`config.mk`:
```
export PLATFORM = sky130hd
export DESIGN_NAME = tspb_accum
export DESIGN_NICKNAME = d
export VERILOG_FILES = /design/src/hw/rtl/temporal_still_pixel_blend_macros.svh /design/src/hw/rtl/tspb_pkg.sv /design/src/hw/rtl/tspb_accum.sv
export SDC_FILE = /design/constraint.sdc
export NUM_CORES = 1
export LEC_CHECK = 0
export ABC_AREA = 1
export BUFFER_PORTS_ARGS = -buffer_cell sky130_fd_sc_hd__buf_2
export CORE_AREA = 3 3 122 88
export CTS_CLUSTER_DIAMETER = 50
export DETAILED_ROUTE_END_ITERATION = 8
export DIE_AREA = 0 0 125 91
export PLACE_DENSITY = 0.94
export SLEW_MARGIN = 15
export SYNTH_ARGS = -nofsm -noshare
export SYNTH_HDL_FRONTEND = slang
export SYNTH_SLANG_ARGS = --single-unit
```
`constraint.sdc`:
```
create_clock -name clk -period 9.99 [get_ports clk]
set_input_delay 0.999 -clock clk [delete_from_list [all_inputs] [get_ports clk]]
set_output_delay 0.999 -clock clk [all_outputs]
set_load 0.01 [all_outputs]
```
`src/hw/rtl/temporal_still_pixel_blend_macros.svh`:
```
// assertion macros used by the top-level rtl
`ifndef TEMPORAL_STILL_PIXEL_BLEND_MACROS_SVH
`define TEMPORAL_STILL_PIXEL_BLEND_MACROS_SVH

// same-cycle implication, sampled on clk, off during reset
`define TSPB_ASSERT_NOW(lbl, ante, cons) \
  lbl: assert property (@(posedge clk) disable iff (!rst_n) (ante) |-> (cons)) \
    else $error("tspb assertion failed");

// next-cycle implication, sampled on clk, off during reset
`define TSPB_ASSERT_NEXT(lbl, ante, cons) \
  lbl: assert property (@(posedge clk) disable iff (!rst_n) (ante) |=> (cons)) \
    else $error("tspb assertion failed");

`endif

```
`src/hw/rtl/tspb_pkg.sv`:
```
package tspb_pkg;

  localparam int MAX_PIXELS   = 16384;
  localparam int HISTORY_LOG2 = 6;

  localparam int HIST_PLANES = 1 << HISTORY_LOG2;
  localparam int POS_W       = (MAX_PIXELS > 1) ? $clog2(MAX_PIXELS) : 1;
  localparam int PLANE_W     = HISTORY_LOG2;
  localparam int HIST_DEPTH  = MAX_PIXELS * HIST_PLANES;
  localparam int HADDR_W     = $clog2(HIST_DEPTH);

  localparam int PIX_W  = 24;
  localparam int LUMA_W = 8;
  localparam int SUM_W  = LUMA_W + HISTORY_LOG2;
  localparam int FP_W   = 15;
  localparam int CFG_W  = 15;
  localparam int CNT_W  = ((FP_W > POS_W) ? FP_W : POS_W) + 1;

  localparam int MOTION_GAIN_LOG2 = 3;
  localparam int WEIGHT_MAX       = 255;
  localparam int SUM_MAX          = ((1 << LUMA_W) - 1) << HISTORY_LOG2;
  localparam int FP_RESET         = 16384;

  typedef enum logic [0:0] {
    REG_MODE         = 1'b0,
    REG_FRAME_PIXELS = 1'b1
  } cfg_reg_t;

  typedef enum logic [0:0] {
    MODE_DISAPPEAR = 1'b0,
    MODE_APPEAR    = 1'b1
  } mode_t;

  // accept stage to read-modify-write stage
  typedef struct packed {
    logic               valid;
    logic [PIX_W-1:0]   px;
    logic [POS_W-1:0]   pos;
    logic [HADDR_W-1:0] hidx;
    logic [LUMA_W-1:0]  luma;
    logic               captured;
  } s1_t;

  // read-modify-write stage to weight stage
  typedef struct packed {
    logic              valid;
    logic [PIX_W-1:0]  px;
    logic [PIX_W-1:0]  bg;
    logic [LUMA_W-1:0] luma;
    logic [SUM_W-1:0]  sum;
  } s2_t;

  // weight stage to blend
  typedef struct packed {
    logic             valid;
    logic [PIX_W-1:0] px;
    logic [PIX_W-1:0] bg;
    logic [7:0]       w;
  } s3_t;

  typedef struct packed {
    logic               we;
    logic [HADDR_W-1:0] addr;
    logic [LUMA_W-1:0]  data;
  } hist_wr_t;

  typedef struct packed {
    logic             we;
    logic [POS_W-1:0] addr;
    logic [SUM_W-1:0] data;
  } sum_wr_t;

  typedef struct packed {
    logic               busy;
    logic [HADDR_W-1:0] hist_addr;
    logic               sum_we;
    logic [POS_W-1:0]   sum_addr;
  } clr_t;

endpackage

```
`src/hw/rtl/tspb_accum.sv`:
```
module tspb_accum import tspb_pkg::*; (
  input  logic              clk,
  input  logic              rst_n,
  input  logic              advance,
  input  s1_t               s1,
  input  logic [LUMA_W-1:0] hist_rd,
  input  logic [SUM_W-1:0]  sum_rd,
  input  logic [PIX_W-1:0]  bg_rd,
  output hist_wr_t          hist_wr,
  output sum_wr_t           sum_wr,
  output s2_t               s2
);

  logic             fwd_valid_r;
  logic [POS_W-1:0] fwd_pos_r;
  logic [SUM_W-1:0] fwd_sum_r;
  logic [SUM_W-1:0] sum_cur, sum_new;
  logic             wr_en;
  s2_t              s2_r;

  // last sum write may not be visible in the ram read yet
  assign sum_cur = (fwd_valid_r && (fwd_pos_r == s1.pos)) ? fwd_sum_r : sum_rd;
  assign sum_new = sum_cur - SUM_W'(hist_rd) + SUM_W'(s1.luma);
  assign wr_en   = s1.valid && advance;

  assign hist_wr.we   = wr_en;
  assign hist_wr.addr = s1.hidx;
  assign hist_wr.data = s1.luma;
  assign sum_wr.we    = wr_en;
  assign sum_wr.addr  = s1.pos;
  assign sum_wr.data  = sum_new;

  always_ff @(posedge clk) begin
    if (!rst_n) begin
      fwd_valid_r <= 1'b0;
    end else if (wr_en) begin
      fwd_valid_r <= 1'b1;
    end
  end

  always_ff @(posedge clk) begin
    if (wr_en) begin
      fwd_pos_r <= s1.pos;
      fwd_sum_r <= sum_new;
    end
  end

  always_ff @(posedge clk) begin
    if (!rst_n) begin
      s2_r.valid <= 1'b0;
    end else if (advance) begin
      s2_r.valid <= s1.valid;
    end
  end

  always_ff @(posedge clk) begin
    if (wr_en) begin
      s2_r.px   <= s1.px;
      s2_r.bg   <= s1.captured ? bg_rd : s1.px;
      s2_r.luma <= s1.luma;
      s2_r.sum  <= sum_new;
    end
  end

  assign s2 = s2_r;

endmodule

```
==> impl_metrics.json, run 1 <==
{
  "cts_made_buffers": 9,
  "antenna_found_initial": 0,
  "timing.critical_path.max_delay_family": "simple AND/OR/NAND/NOR gates",
  "worstSetupEndpointType": "primary output",
  "grt_pass1_wl_um": 18000,
  "boundaryPins": 246,
  "hold_depth": 2,
  "timing_worst_setup_path_type": "primary input to primary output",
  "clock_tree.root_cell": "clkbuf_16",
  "vias_per_cell": 4.78,
  "worst-path-max-fanout": 14,
  "post-route-drc-count": 0,
  "worstRegToRegCells": 16,
  "synth_nets": 576,
  "cp.arrival_ns": 4.48,
  "seq_area_frac_synth_pct": 54.5,
  "post_cts_hold_buffer_count": 0,
  "portion_of_the_clock_cycle_consumed_by_the_worst_path_in_the_final_layout_pct": 54.8,
  "count_of_warnings_emitted_by_yosys": 0,
  "drt-total-wl_um": 11200,
  "grt_max_degree": 68,
  "clk_transition_reported_paths_ns": 0.07,
  "average_size_of_a_mapped_cell_um2": 10.8,
  "num_antenna_cells": 0,
  "cts_tree": "built",
  "grt_util_all_layers_pct": 19.7,
  "globalplace.congestion": 0.911,
  "met1_usage_pct": 23.1,
  "floorplan.initialDensity_pct": 48.6,
  "flow.area_growth_from_synthesis_pct": 24.5,
  "cp_common_cell": "nand2_1",
  "dr.first_iter.drc_count": 210,
  "r2r_end": "s2[10]",
  "globalRoute.busiestLayer": "met2",
  "timing.slew.headroom_pct": 44.8,
  "final.min_clock_period_ns": 5.48,
  "floorplan.die.height_um": 91,
  "total_number_of_clock_tree_sinks": 86,
  "cp_cell_sequence": "buf_2, inv_1, nand2_1, nand2_1, nor2_1, nand2_1, nor2_2, nand2_4, mux2i_1, fa_1, fa_1, nand3b_1, nand2_1, a21oi_1, o21ai_0, nand2_1, nand2_1, xor2_1, buf_2",
  "outcome": "complete, no violations",
  "gr-usage-met3_pct": 4.88,
  "reg2reg_setup_slack_ns": 6.22,
  "postLayoutCellArea_mm2": 0.00586,
  "swShare_pct": 28.2,
  "gr-usage-met2_pct": 35.4,
  "placement.io_buffers": 205,
  "global_route.overflow_total": 0,
  "layout.nets": 745,
  "finClkSkew_ns": 0.00312,
  "p_switching_mw": 0.284,
  "timing.hold.worst.class": "register to register",
  "timing.critical_path.buf_inv": 3,
  "timing.critical_path.slowest_cell_delay_ns": 0.49,
  "insertion_delay_ns": 0.33,
  "tightestPinTransition_ns": 0.829,
  "cts.repair_timing.setup_buffer_count": 0,
  "slew_viol_final": 0,
  "setup_repair_after_global_routing_missed_its_margin": "no",
  "max_cap_viol_count": 0,
  "placeableCoreArea_mm2": 0.00968,
  "route.detailed.wl_per_inst_um": 15.1,
  "via_count": 3532,
  "grt_pass1_vias": 3717,
  "hold-path-endpoint": "s2[70]",
  "placedInstanceArea_mm2": 0.00554,
  "initial_drt_pass_iterations": 5,
  "hold_path_startpoint": "s2[70]",
  "dp_hpwl_um": 9060,
  "resized_gates_after_cts": 0,
  "combinationalPowerShare_pct": 21.4,
  "final_layout_size_suffix_gt1_share_pct": 41.4,
  "timing.rr.start": "fwd_pos_r[12]",
  "cts.htree.levels": 3,
  "rows": 30,
  "cts_max_path_buffers": 2,
  "ys_ff_latch": 86,
  "final-setup-viol-count": 0,
  "worstPathRequired_ns": 8.99,
  "post_synth_inst_count": 437,
  "power_density_mw_per_mm2": 172,
  "synth.distinct_cells": 29,
  "cell_with_the_largest_stage_delay_on_the_worst_path": "fa_1",
  "mappedNetlistArea_mm2": 0.00470,
  "power.share.sequential_pct": 44.3,
  "power.static_leakage_nw": 2.98,
  "die-area_mm2": 0.0114,
  "dieWidth_um": 125,
  "internal_power_mw": 0.723,
  "setup.worst_path.start_class": "primary input",
  "fin_tns_setup_ns": 0,
  "final-hold-violation-count": 0,
  "peakVddDrop_uv": 108,
  "clockPowerShare_pct": 34.3,
  "drtAntennaViolNets": 0,
  "fmax_mhz": 183
}
## power groups by stage
stage | sequential (mW) | clock, mW | combinational, mW
after detailed placement | 0.454 | 0 | 0.215
after floorplan | 0.467 | 0 | 0.122
final | 0.446 | 0.345 | 0.216
after global routing | 0.449 | 0.369 | 0.241
after global placement | 0.453 | 0 | 0.208
after CTS | 0.446 | 0.356 | 0.217
## worst max path at each step
stage	startpoint	end	slack, ns	cells past startpoint
3_3_place_gp	s1[30]	sum_wr[12]	4.79	19
2_1_floorplan	s1[40]	sum_wr[10]	5.20	18
4_1_cts	s1[42]	sum_wr[10]	4.56	18
5_1_grt	s1[38]	sum_wr[10]	4.25	19
6_report	s1[40]	sum_wr[10]	4.51	19
3_5_place_dp	s1[42]	sum_wr[10]	4.59	18
## metrics by stage
| stage | util, % | hold slack [ns] | worst slack (ns) | std cells | total power [mW] |
|---|---|---|---|---|---|
| after floorplan | - | 0.464 | 5.20 | 437 | 0.589 |
| after global placement | 57.2 | 0.443 | 4.79 | 723 | 0.661 |
| after detailed placement | 57.2 | 0.459 | 4.59 | 723 | 0.670 |
| after CTS | 60.5 | 0.469 | 4.56 | 739 | 1.02 |
| after global routing | 60.5 | 0.500 | 4.25 | 739 | 1.06 |
| final | 60.5 | 0.472 | 4.51 | 739 | 1.01 |
## Yosys cell counts
library cell / count / area share [%]
nor2_2: 1 / 0.13
a21o_1: 1 / 0.16
nand3_1: 9 / 0.96
nor2_4: 1 / 0.24
dfxtp_1: 2 / 0.85
fa_1: 8 / 3.4
xor2_1: 8 / 1.5
buf_6: 1 / 0.24
inv_2: 1 / 0.080
clkbuf_1: 1 / 0.080
edfxtp_1: 84 / 54
o21ai_0: 3 / 0.32
buf_2: 2 / 0.21
mux2_2: 24 / 5.7
buf_4: 44 / 7.0
nor2_1: 23 / 1.8
nor3_1: 1 / 0.11
nand2_1: 99 / 7.9
o31ai_1: 1 / 0.16
inv_1: 75 / 6.0
ha_1: 14 / 3.7
mux2i_1: 10 / 2.1
mux2i_2: 2 / 0.59
nand2_4: 1 / 0.24
xnor2_1: 3 / 0.56
nand3b_1: 2 / 0.32
o21bai_1: 3 / 0.48
a21oi_1: 11 / 1.2
nand4_1: 2 / 0.27
## layout make-up
type,count,area [um2]
clock buffer,9,225
clock inverter,7,86.3
fill,851,3830
inverter,76,287
multi-input combinational,227,1500
sequential,86,2560
tap,128,160
timing repair buffer,206,1030
## flip-flops by register name, summed over array words and instances, names as in the netlist
name / cells
s2: 71
fwd_pos_r: 14
fwd_valid_r: 1
## worst register-to-register path: stages, from the launching register on
cell and delay, ns:
edfxtp_1 0.42, inv_1 0.09, nand2_1 0.05, nand2_1 0.05, nand3_1 0.11, nor2_2 0.24, nand2_4 0.21, mux2i_1 0.24
fa_1 0.49, fa_1 0.49, nand3b_1 0.18, nand2_1 0.11, a21oi_1 0.10, o21ai_0 0.43, nand2_1 0.09, nand2_1 0.09
xor2_1 0.20
## cell families (layout without fill, tap and decap cells)
group / Yosys count / in the layout / share of synthesized area (%)
and+or+nand+nor: 139 / 139 / 12.0
buffers and inverters: 124 / 298 / 13.6
DFF: 86 / 86 / 54.5
muxes: 36 / 36 / 8.46
adders and majority gates: 22 / 22 / 7.13
AOI/OAI and AO/OA: 19 / 19 / 2.29
xor gates and xnor gates: 11 / 11 / 2.05
## per-layer routing
| metal | up-vias | wire (um) |
|---|---|---|
| met5 | - | 0 |
| met4 | 0 | 187 |
| met3 | 23 | 763 |
| met2 | 172 | 5740 |
| met1 | 1622 | 4490 |
| li1 | 1715 | - |
## cell usage in the layout (no fill, tap or decap), types with 2 or more instances in the layout
| master | instances |
|---|---|
| buf_2 | 205 |
| nand2_1 | 99 |
| edfxtp_1 | 84 |
| inv_1 | 74 |
| mux2_2 | 24 |
| nor2_1 | 23 |
| ha_1 | 14 |
| a21oi_1 | 11 |
| mux2i_1 | 10 |
| nand3_1 | 9 |
| clkbuf_16 | 9 |
| xor2_1 | 8 |
| fa_1 | 8 |
| xnor2_1 | 3 |
| o21ai_0 | 3 |
| o21bai_1 | 3 |
| inv_6 | 3 |
| mux2i_2 | 2 |
| nand3b_1 | 2 |
| nand4_1 | 2 |
| inv_8 | 2 |
| dfxtp_1 | 2 |
Power figures use the tool's default switching activity.
==> run 2, diff against run 1 <==
--- a/config.mk
+++ b/config.mk
@@ -7,11 +7,11 @@
 export LEC_CHECK = 0
 export ABC_AREA = 1
 export BUFFER_PORTS_ARGS = -buffer_cell sky130_fd_sc_hd__buf_2
-export CORE_AREA = 3 3 122 88
+export CORE_AREA = 3 3 133 96
 export CTS_CLUSTER_DIAMETER = 50
 export DETAILED_ROUTE_END_ITERATION = 8
-export DIE_AREA = 0 0 125 91
-export PLACE_DENSITY = 0.94
+export DIE_AREA = 0 0 136 99
+export PLACE_DENSITY = 0.84
 export SLEW_MARGIN = 15
 export SYNTH_ARGS = -nofsm -noshare
 export SYNTH_HDL_FRONTEND = slang
==> constraint.sdc (replaced) <==
create_clock -name clk -period 5 [get_ports clk]
set_input_delay 0.5 -clock clk [delete_from_list [all_inputs] [get_ports clk]]
set_output_delay 0.5 -clock clk [all_outputs]
set_load 0.01 [all_outputs]
==> run 2 against run 1 <==
Against the previous run:
- non-clock buffer count stayed put
- clock skew is 0.0043 ns higher
- sequential power is 99% higher
- worst setup slack worse by 4.0 ns
- wire length is 5.9% lower
- sequential share of layout area is 0.19 points lower
- largest cell class unchanged
- critical endpoint is now sum_wr[12]
- core utilization is 10 points lower
==> impl_metrics.json, run 2 (synthesis results as in run 1) <==
{
  "outcome": "complete, no violations",
  "dr.first_iter.drc_count": 135,
  "grt_pass1_wl_um": 16500,
  "cts_max_path_buffers": 2,
  "max_cap_viol_count": 0,
  "rows": 33,
  "timing_worst_setup_path_type": "register to primary output",
  "floorplan.initialDensity_pct": 40.4,
  "cp_common_cell": "nand2_1",
  "insertion_delay_ns": 0.33,
  "mostFrequentLayoutCells": "buf_2 (205), nand2_1 (99), edfxtp_1 (84)",
  "count_of_filler_cells_inserted_in_the_layout": 1064,
  "num_antenna_cells": 0,
  "area_of_the_multi_input_gates_mm2": 0.00150,
  "drtAntennaViolNets": 0,
  "ff_latch_area_mm2": 0.00256,
  "route.detailed.wl_per_inst_um": 13.7,
  "grt_pass1_vias": 3408,
  "antenna_found_initial": 0,
  "instances_no_fill": 768,
  "finalWorstSetupSlack_ns": 0.499,
  "timing.slew.headroom_pct": 35.2,
  "final-hold-violation-count": 0,
  "power_mw": 1.97,
  "worstSetupEndpointType": "primary output",
  "largest_reg_flops": 71,
  "floorplan.die.height_um": 99,
  "cts_made_buffers": 9,
  "flow.area_growth_from_synthesis_pct": 25.0,
  "cts.htree.levels": 3,
  "total_number_of_clock_tree_sinks": 86,
  "timing.hold.worst.class": "primary input to register",
  "drt-total-wl_um": 10500,
  "via_count": 3412,
  "boundaryPins": 246,
  "worst-path-max-fanout": 14,
  "cts.repair_timing.setup_buffer_count": 0,
  "critical_path_cell_count": 17,
  "global_route.overflow_total": 0,
  "fmax_mhz": 222,
  "dpl.cell_count": 752,
  "postLayoutCellArea_mm2": 0.00588,
  "peakVddDrop_uv": 164,
  "die-area_mm2": 0.0135,
  "worstPathRequired_ns": 4.50,
  "cell_with_the_largest_stage_delay_on_the_worst_path": "fa_1",
  "dieWidth_um": 136,
  "clk_transition_reported_paths_ns": 0.07,
  "placement.setup.worst_slack_ns": 0.560,
  "power_density_mw_per_mm2": 334,
  "layout.nets": 745,
  "final-setup-viol-count": 0,
  "clock_tree.root_cell": "clkbuf_16",
  "post-route-drc-count": 0,
  "grt_max_degree": 57,
  "finClkSkew_ns": 0.00738,
  "final_layout_size_suffix_gt1_share_pct": 41.4,
  "placeableCoreArea_mm2": 0.0116,
  "cp.arrival_ns": 4.00,
  "worstRegToRegCells": 16,
  "globalplace.congestion": 0.861,
  "dp_hpwl_um": 8390,
  "tightestPinTransition_ns": 0.972,
  "fin_tns_setup_ns": 0,
  "portion_of_the_clock_cycle_consumed_by_the_worst_path_in_the_final_layout_pct": 90.0,
  "setup_repair_after_global_routing_missed_its_margin": "no",
  "grt_util_all_layers_pct": 15.6,
  "vias_per_cell": 4.44,
  "slew_viol_final": 0,
  "hold-worst-slack_ns": 0.353,
  "timing.critical_path.slowest_cell_delay_ns": 0.49,
  "cp_cell_sequence": "inv_1, nand2_1, nand2_1, nand3_1, nor2_2, nand2_4, mux2i_1, fa_1, fa_1, nand3b_1, nand2_1, a21oi_1, o21ai_0, nand2_1, nand2_1, xor2_1, buf_2",
  "post_cts_hold_buffer_count": 0,
  "final.min_clock_period_ns": 4.50,
  "timing.critical_path.max_delay_family": "simple AND/OR/NAND/NOR gates",
  "hold_depth": 1,
  "setup.worst_path.start_class": "register",
  "timing.critical_path.buf_inv": 2,
  "cts_tree": "built",
  "initial_drt_pass_iterations": 4,
  "power.static_leakage_nw": 2.98,
  "final_util_pct": 50.5,
  "resized_gates_after_cts": 0,
  "placedInstanceArea_mm2": 0.00558,
  "layout_commonest_cell": "buf_2",
  "placement.io_buffers": 205
}
==> run 2: routing by layer <==
| layer | track usage [%] | routed length, um | vias up |
|---|---|---|---|
| met3 | 4.80 | 802 | 6 |
| met2 | 27.0 | 5220 | 135 |
| met4 | 3.64 | 60 | 0 |
| met5 | 0 | 0 | - |
| met1 | 19.2 | 4450 | 1555 |
| li1 | - | - | 1716 |
==> run 2: layout make-up <==
class / count / area share, %
Clock buffer: 9 / 3.83
Clock inverter: 7 / 1.28
Inverter: 76 / 4.87
Multi-Input combinational cell: 227 / 25.5
Sequential cell: 86 / 43.6
Tap cell: 157 / 3.34
Timing Repair Buffer: 206 / 17.6
==> run 2: final timing paths <==
| check | from | end | slack (ns) |
|---|---|---|---|
| worst max-delay path | fwd_pos_r[12] | sum_wr[12] | 0.50 |
| worst min-delay path | s1[64] | s2[67] | 0.35 |
| worst max register to register | fwd_pos_r[12] | s2[12] | 1.32 |
| worst min register to register | s2[70] | s2[70] | 0.48 |
==> run 2: report_power, final <==
| part | switching, mW | internal, mW | total, mW |
|---|---|---|---|
| combinational | 0.249 | 0.177 | 0.426 |
| clock | 0.298 | 0.353 | 0.651 |
| sequential | 0.0206 | 0.869 | 0.889 |
==> run 3, diff against run 2 <==
--- a/config.mk
+++ b/config.mk
@@ -11,7 +11,8 @@
 export CTS_CLUSTER_DIAMETER = 50
 export DETAILED_ROUTE_END_ITERATION = 8
 export DIE_AREA = 0 0 136 99
-export PLACE_DENSITY = 0.84
+export GPL_TIMING_DRIVEN = 0
+export PLACE_DENSITY = 0.74
 export SLEW_MARGIN = 15
 export SYNTH_ARGS = -nofsm -noshare
 export SYNTH_HDL_FRONTEND = slang
==> run 3 against run 2 <==
Against the previous run:
- maximum frequency shrank 0.66%
- via count grew 9.6%
- global-route usage grew 0.81 points
- core utilization grew 4.1 points
- final area grew 8.1%
- clock skew is essentially flat
- die area is the same
- non-clock buffer count grew 67
- first-iteration DRC count grew 28%
- critical endpoint unchanged
- largest cell class unchanged
- largest power group unchanged
==> impl_metrics.json, run 3 (synthesis results as in run 1) <==
{
  "final_util_pct": 54.6,
  "dr.first_iter.drc_count": 173,
  "cts.repair_timing.setup_buffer_count": 0,
  "cp.arrival_ns": 4.03,
  "dieWidth_um": 136,
  "setup.worst_path.start_class": "register",
  "rows": 33,
  "final-setup-viol-count": 0,
  "largest_reg_flops": 71,
  "layout_commonest_cell": "buf_2",
  "count_of_filler_cells_inserted_in_the_layout": 1050,
  "final.min_clock_period_ns": 4.53,
  "clk_transition_reported_paths_ns": 0.07,
  "setup_repair_after_global_routing_missed_its_margin": "no",
  "drt-total-wl_um": 11500,
  "reg2reg_setup_slack_ns": 1.29,
  "route.detailed.wl_per_inst_um": 13.7,
  "placeableCoreArea_mm2": 0.0116,
  "hold-path-endpoint": "s2[64]",
  "mostFrequentLayoutCells": "buf_2 (226), nand2_1 (99), edfxtp_1 (84)",
  "via_count": 3741,
  "layout.nets": 812,
  "placement.setup.worst_slack_ns": 0.496,
  "drtAntennaViolNets": 0,
  "hold_path_startpoint": "s1[61]",
  "grt_util_all_layers_pct": 16.4,
  "placedInstanceArea_mm2": 0.00605,
  "timing.slew.headroom_pct": 63.4,
  "power.static_leakage_nw": 3.29,
  "fmax_mhz": 221,
  "grt_pass1_wl_um": 17400,
  "tightestPinTransition_ns": 0.549,
  "floorplan.initialDensity_pct": 40.4,
  "timing.hold.worst.class": "primary input to register",
  "grt_max_degree": 47,
  "cts_max_path_buffers": 2,
  "worstRegToRegCells": 17,
  "worst-path-max-fanout": 10,
  "cts_tree": "built",
  "grt_pass1_vias": 3562,
  "final-hold-violation-count": 0,
  "cts_made_buffers": 9,
  "post-route-drc-count": 0,
  "fin_tns_setup_ns": 0,
  "finClkSkew_ns": 0.00787,
  "placement.io_buffers": 224,
  "clock_tree.root_cell": "clkbuf_16",
  "r2r_end": "s2[12]",
  "dpl.cell_count": 819,
  "timing.rr.start": "fwd_pos_r[11]",
  "worstPathRequired_ns": 4.50,
  "hold-worst-slack_ns": 0.354,
  "outcome": "complete, no violations",
  "slew_viol_final": 0,
  "power_density_mw_per_mm2": 321,
  "worstSetupEndpointType": "primary output",
  "die-area_mm2": 0.0135,
  "floorplan.die.height_um": 99,
  "insertion_delay_ns": 0.33,
  "finalWorstSetupSlack_ns": 0.469,
  "num_antenna_cells": 0,
  "flow.area_growth_from_synthesis_pct": 35.1,
  "boundaryPins": 246,
  "instances_no_fill": 835,
  "cts.htree.levels": 3,
  "peakVddDrop_uv": 203,
  "hold_depth": 1,
  "globalplace.congestion": 0.833,
  "vias_per_cell": 4.48,
  "global_route.overflow_total": 0,
  "power_mw": 2.04,
  "dp_hpwl_um": 9280,
  "portion_of_the_clock_cycle_consumed_by_the_worst_path_in_the_final_layout_pct": 90.6,
  "timing_worst_setup_path_type": "register to primary output",
  "postLayoutCellArea_mm2": 0.00636,
  "initial_drt_pass_iterations": 6,
  "final_layout_size_suffix_gt1_share_pct": 47.1,
  "antenna_found_initial": 0,
  "total_number_of_clock_tree_sinks": 86,
  "max_cap_viol_count": 0
}
[run 3: final cells by class]
| type | instances | area, um2 | area share (%) |
|---|---|---|---|
| flip-flops and latches | 86 | 2560 | 40.3 |
| multi-input cells | 227 | 1500 | 23.6 |
| repair buffers | 225 | 1150 | 18.1 |
| plain buffers | 48 | 355 | 5.59 |
| inverters | 76 | 288 | 4.53 |
| clock buffers | 9 | 225 | 3.54 |
| well taps | 157 | 196 | 3.09 |
| clock inverters | 7 | 80.1 | 1.26 |
[run 3: timing repair]
item | in CTS | in global routing
gates resized for setup | 0 | 1
endpoints found under the setup margin | 0 | 2
hold buffers | 0 | 0
[run 3: worst max path at each step]
| stage | startpoint | endpoint | slack, ns |
|---|---|---|---|
| finish | fwd_pos_r[11] | sum_wr[12] | 0.47 |
| global route | fwd_pos_r[11] | sum_wr[12] | 0.11 |
| CTS | fwd_pos_r[11] | sum_wr[12] | 0.32 |
| detailed placement | s1[40] | sum_wr[12] | 0.50 |
| global placement | s1[37] | sum_wr[12] | 0.60 |
| floorplan | s1[40] | sum_wr[10] | 1.21 |
[run 3: routing by layer]
layer  vias up  GRT usage (%)  part of all wire, %  wire (um)
met5         -              0                    0          0
met2       135           28.2                   50       5760
met4         0           4.03                  1.0        114
li1       1845              -                    -          -
met1      1751           20.8                   42       4770
met3        10           4.23                  7.1        811
[run 3: worst max-delay path, stage by stage (launching register included)]
cell,delay [ns]
edfxtp_1,0.39
nand2_1,0.11
nand2_1,0.06
nor2_1,0.13
nand2_1,0.11
nor2_2,0.22
nand2_4,0.11
buf_6,0.18
mux2i_1,0.20
fa_1,0.49
fa_1,0.46
nand3b_1,0.17
nand2_1,0.11
a21oi_1,0.12
o21ai_1,0.26
nand2_1,0.09
nand2_1,0.08
xor2_1,0.20
buf_2,0.17
[run 3: report_power, final]
part,switching (mW),internal [mW],leakage (nW)
combinational,0.264,0.205,2.34
sequential,0.0212,0.868,0.805
clock,0.287,0.394,0.148
